==> src/sv/aef_ram.sv <==
// ----------------------------------------------------------------------------
// aef_ram
// Generic RAM: one write port, two registered read ports, read-first.
// ----------------------------------------------------------------------------
module aef_ram #(
  parameter int WIDTH = 8,
  parameter int DEPTH = 64
) (
  input  logic                     clk,
  input  logic                     we,
  input  logic [$clog2(DEPTH)-1:0] wr_addr,
  input  logic [WIDTH-1:0]         wr_data,
  input  logic                     rd_en,
  input  logic [$clog2(DEPTH)-1:0] rd_addr_a,
  input  logic [$clog2(DEPTH)-1:0] rd_addr_b,
  output logic [WIDTH-1:0]         rd_data_a,
  output logic [WIDTH-1:0]         rd_data_b
);

  logic [WIDTH-1:0] mem_r [DEPTH];
  logic [WIDTH-1:0] rd_a_r;
  logic [WIDTH-1:0] rd_b_r;

  always_ff @(posedge clk) begin
    if (we) begin
      mem_r[wr_addr] <= wr_data;
    end
    if (rd_en) begin
      rd_a_r <= mem_r[rd_addr_a];
      rd_b_r <= mem_r[rd_addr_b];
    end
  end

  assign rd_data_a = rd_a_r;
  assign rd_data_b = rd_b_r;

endmodule

==> config.mk <==
export PLATFORM = sky130hd
export DESIGN_NAME = aef_ram
export DESIGN_NICKNAME = d
export VERILOG_FILES = /design/src/sv/aef_ram.sv
export SDC_FILE = /design/constraint.sdc
export NUM_CORES = 1
export LEC_CHECK = 0
export BUFFER_PORTS_ARGS = -buffer_cell sky130_fd_sc_hd__buf_2
export CAP_MARGIN = 20
export CORE_AREA = 2 2 205 207
export DETAILED_ROUTE_END_ITERATION = 12
export DIE_AREA = 0 0 207 209
export GPL_TIMING_DRIVEN = 0
export PLACE_DENSITY = 0.74
export SYNTH_ARGS = -nofsm -noshare
export SYNTH_HDL_FRONTEND = slang
export SYNTH_SLANG_ARGS = --single-unit
==> constraint.sdc <==
create_clock -name clk -period 2.6 [get_ports clk]
set_input_delay 0.39 -clock clk [delete_from_list [all_inputs] [get_ports clk]]
set_output_delay 0.39 -clock clk [all_outputs]
set_load 0.05 [all_outputs]
=== Yosys cells after proc, flatten, opt, wreduce, memory -nomap -nowiden ===
Memory sizes are Yosys's and may differ from the RTL's. A register that Yosys moved wholly into a read port is not among the register bits.
Cells that the tools add are included.

* Register bits after elaboration: 0
* Input bits: 29
* Memories: 1
* Word-level logic and storage cells: 3
* Memory bits (writable): 512
* Output and inout port bits: 16

{| class="wikitable"
|+ Memories
! name !! words !! bits a word !! read ports !! clocked after Yosys merged registers in !! wr ports !! RTL line !! source
|-
| mem_r || 64 || 8 || 2 || 2 || 1 || 20 || <nowiki>logic [WIDTH-1:0] mem_r [DEPTH];</nowiki>
|}

* Muxes and demuxes: 2

{| class="wikitable"
|+ Operators by type and width
! operator !! count
|-
| $mux 1 || 2
|}

=== Longest topological paths before layout ===
* Word-level depth: 2
* Depth in mapped cells: 9
* Depth with buffers taken out: 5

=== Least setup slack after synthesis ===
Ideal clock, no wire load.

* Path type: input to register
* Start: in rd_addr_b[0]
* End: reg rd_b_r[4], in the netlist rd_data_b[4], read port of mem_r, data pin
* Setup slack: 0.259 ns
* Required time: 2.347 ns
* Setup time: 0.253 ns
* Data arrival time: 2.087 ns
* Stages on the path: 8
* Buffers on the path: 3
* Cell sequence: buf_2 buf_2 buf_4 mux4_2 a221oi_1 o21ai_0 nand3_1 nand2_1

{| class="wikitable"
|+ RTL lines
! what !! RTL line !! source
|-
| start, declared || 15 || <nowiki>input logic [$clog2(DEPTH)-1:0] rd_addr_b,</nowiki>
|-
| end, declared || 22 || <nowiki>logic [WIDTH-1:0] rd_b_r;</nowiki>
|}

==> results.json <==
{
  "outcome": "complete, but fails checks",
  "failed_checks": "setup timing",
  "vias": 14000,
  "hold_viol": 0,
  "dp_hpwl_um": 48000,
  "path_class": "primary input to register",
  "design.core.area_um2": 41300,
  "grt_setup_unrepaired": "yes",
  "fin_area_um2": 27100,
  "holdPathEnd": "mem_r[55][4]",
  "synthFlopType": "edfxtp_1",
  "numCtsBuffers": 55,
  "slowest_stage": "buf_1",
  "rows": 75,
  "hold_depth": 1,
  "critical_path.top_delay_family": "buffers and inverters",
  "worstSkewPairLatency_ns": 0.60,
  "clock.fmax_mhz": 369,
  "dp_cells": 1784,
  "synth_warnings": 0,
  "synth_top_family_by_area": "multiplexers",
  "detail_route.iter0.violations": 2209,
  "path_clk_slew_ns": 0.06,
  "min_path_type": "primary input to register",
  "synthAdderAreaFrac": 0,
  "first_pass_iters": 6,
  "synth_cells": 1211,
  "grt_pass1_vias": 14000,
  "crit_arrival_ns": 3.03,
  "worst-r2r-setup-slack_ns": 0.22,
  "p_leak_nw": 8.59,
  "maxSlewViolCount": 0,
  "min_from": "wr_data[4]",
  "finalNetCount": 1336,
  "cp_max_fo": 10,
  "syn_avg_cell_area_um2": 20.2,
  "stdcell_count": 1887,
  "synth_edf_count": 528,
  "r2r_start": "mem_r[39][1]",
  "post_cts_buffers": 0,
  "grt_usage": 0.330,
  "syn-cell-area_um2": 24400,
  "worst_slack_ns": -0.112,
  "ios": 45,
  "setup_tns_ns": -0.204,
  "slowest_delay_ns": 0.72,
  "required_ns": 2.91,
  "cts_max_path_buffers": 3,
  "yosys.area_share.xor_xnor": 0,
  "finalCritPeriodShare": 1.04,
  "layout_commonest_cell": "edfxtp_1",
  "cp-end-kind": "register",
  "drive_above_1_share": 0.332,
  "die_h_um": 209,
  "syn2layout_area_growth_pct": 11.0,
  "path_cells": "clkbuf_1 > buf_1 > mux4_2 > mux2i_1 > a22oi_1 > o211ai_1 > nand2_1",
  "synth.distinct_cells": 37,
  "place_ws_ns": -1.20,
  "place_area_um2": 25300,
  "synth_simple_gate_area_share": 0.0267,
  "ys_async_sr_fraction": 0,
  "wl_per_cell_um": 37.1,
  "remaining_drc_errors": 0,
  "ant_nets": 0,
  "htree_num_levels": 2,
  "n_fill_cell": 2724,
  "post_drt_via_cell_ratio": 7.42,
  "mostFrequentLayoutCells": "edfxtp_1 (528), mux4_2 (270), nor2_1 (75)",
  "r2r_cells": 4,
  "ir_drop_uv": 679,
  "gp_congestion": 0.994,
  "fin_total_pwr_mw": 18.5,
  "fin_worst_skew_ns": 0.0153,
  "antenna_found_initial": 1,
  "syn_nets": 1240,
  "clock-root-buffer": "clkbuf_16",
  "grt_overflow": 0,
  "grt_max_degree": 65,
  "period_needed_ns": 2.71,
  "clock_sinks": 528,
  "powerDensity_nw_per_um2": 682,
  "synth_mux_area_frac": 0.277,
  "synth_compound_area_frac": 0.0279,
  "worstSetupStartpointType": "primary input",
  "antenna_cells": 0,
  "dieArea_um2": 43300,
  "relSlewSlack": 0.226,
  "die_w_um": 207,
  "start_util": 0.592,
  "cap_viol_max_count": 0,
  "synth_seq_cells": 528,
  "path_buf_inv": 2,
  "setup_viol": 4,
  "routed_wl_um": 70000,
  "worst_pin_slew_ns": 1.16,
  "synth.yosys.seq_area_share": 0.649,
  "grt_pass1_wl_um": 99400,
  "io_buffer_count": 30,
  "cts_tree": "yes",
  "r2r_end": "rd_data_b[1]"
}
metal layers:
| metal | share of wire | routed length, µm | global-route usage | vias up |
|---|---|---|---|---|
| met1 | 0.35 | 24800 | 0.452 | 7318 |
| met2 | 0.47 | 33000 | 0.512 | 1036 |
| met5 | 0 | 0 | 0 | - |
| li1 | - | - | - | 5443 |
| met4 | 0.053 | 3700 | 0.158 | 0 |
| met3 | 0.12 | 8490 | 0.0775 | 203 |
cell usage after synthesis, drive strengths merged, types with 5 or more instances:
| cell | n | area [µm²] |
|---|---|---|
| edfxtp | 528 | 15900 |
| mux4 | 270 | 6080 |
| nor2 | 75 | 282 |
| mux2i | 66 | 661 |
| buf | 59 | 343 |
| clkbuf | 34 | 128 |
| nand2 | 28 | 105 |
| o21ai | 24 | 120 |
| nand3 | 20 | 100 |
| o22ai | 20 | 125 |
| a22oi | 14 | 105 |
| a21oi | 10 | 50.1 |
| nor2b | 8 | 50.1 |
| a221oi | 7 | 61.3 |
| nand2b | 6 | 37.5 |
| a221o | 5 | 50.1 |
| o221ai | 5 | 43.8 |
| o31a | 5 | 43.8 |
worst max-delay path by stage:
stage                    to          from  depth (start not counted)  slack (ns)
3_3_place_gp   rd_data_b[2]  rd_addr_b[1]                          8       -1.16
4_1_cts        rd_data_b[4]  rd_addr_b[1]                          8       0.009
5_1_grt        rd_data_b[5]  rd_addr_b[2]                          7       -0.08
6_report       rd_data_b[1]  rd_addr_b[2]                          7       -0.11
3_5_place_dp   rd_data_b[2]  rd_addr_b[1]                          8       -1.20
2_1_floorplan  rd_data_b[4]  rd_addr_b[0]                          8        0.26
flip-flops by register name (all words and copies together), names as in the netlist:
name and count:
mem_r 512, rd_data_a 8, rd_data_b 8
area by class of cell:
type | count | area, µm² | area share
tap | 539 | 674 | 0.0249
clock buffer | 73 | 1490 | 0.0548
multi-input combinational | 587 | 8110 | 0.299
timing repair buffer | 41 | 335 | 0.0124
buffer | 91 | 504 | 0.0186
clock inverter | 25 | 153 | 0.00563
inverter | 3 | 11.3 | 0.000415
sequential | 528 | 15900 | 0.584
worst register-to-register path: cells and delay by family (launching register included):
family	cells	cell delay [ns]
AO/OA/AOI/OAI	1	0.41
flip-flops	1	0.41
multiplexers	2	1.07
AND/OR/NAND/NOR	1	0.20
where the power goes:
| part | switching [mW] | total (mW) | leakage [nW] | internal [mW] |
|---|---|---|---|---|
| Clock | 3.21 | 7.31 | 0.808 | 4.10 |
| Combinational | 1.06 | 1.69 | 3.01 | 0.632 |
| Sequential | 0.0393 | 9.50 | 4.76 | 9.46 |
| Total | 4.31 | 18.5 | 8.59 | 14.2 |
metrics by stage:
step                hold slack, ns  utilization
finish                      0.0697        0.657
global route                0.0780        0.657
CTS                          0.235        0.654
detailed placement           0.862        0.614
global placement             0.858        0.612
floorplan                    0.489            -
kinds of logic after synthesis:
kind of cell           count (synthesis)
AOI/OAI and AO/OA                    100
buffers and inverters                 96
DFF                                  528
muxes                                338
and+or+nand+nor                      149
repair_timing:
action                                  in CTS  in global routing
endpoints found under the setup margin      13                  7
hold endpoints to repair                     0                  0
resized for setup                           15                 10
hold buffers                                 0                  0
pin swaps                                    0                  0
Power figures use the tool's default switching activity.
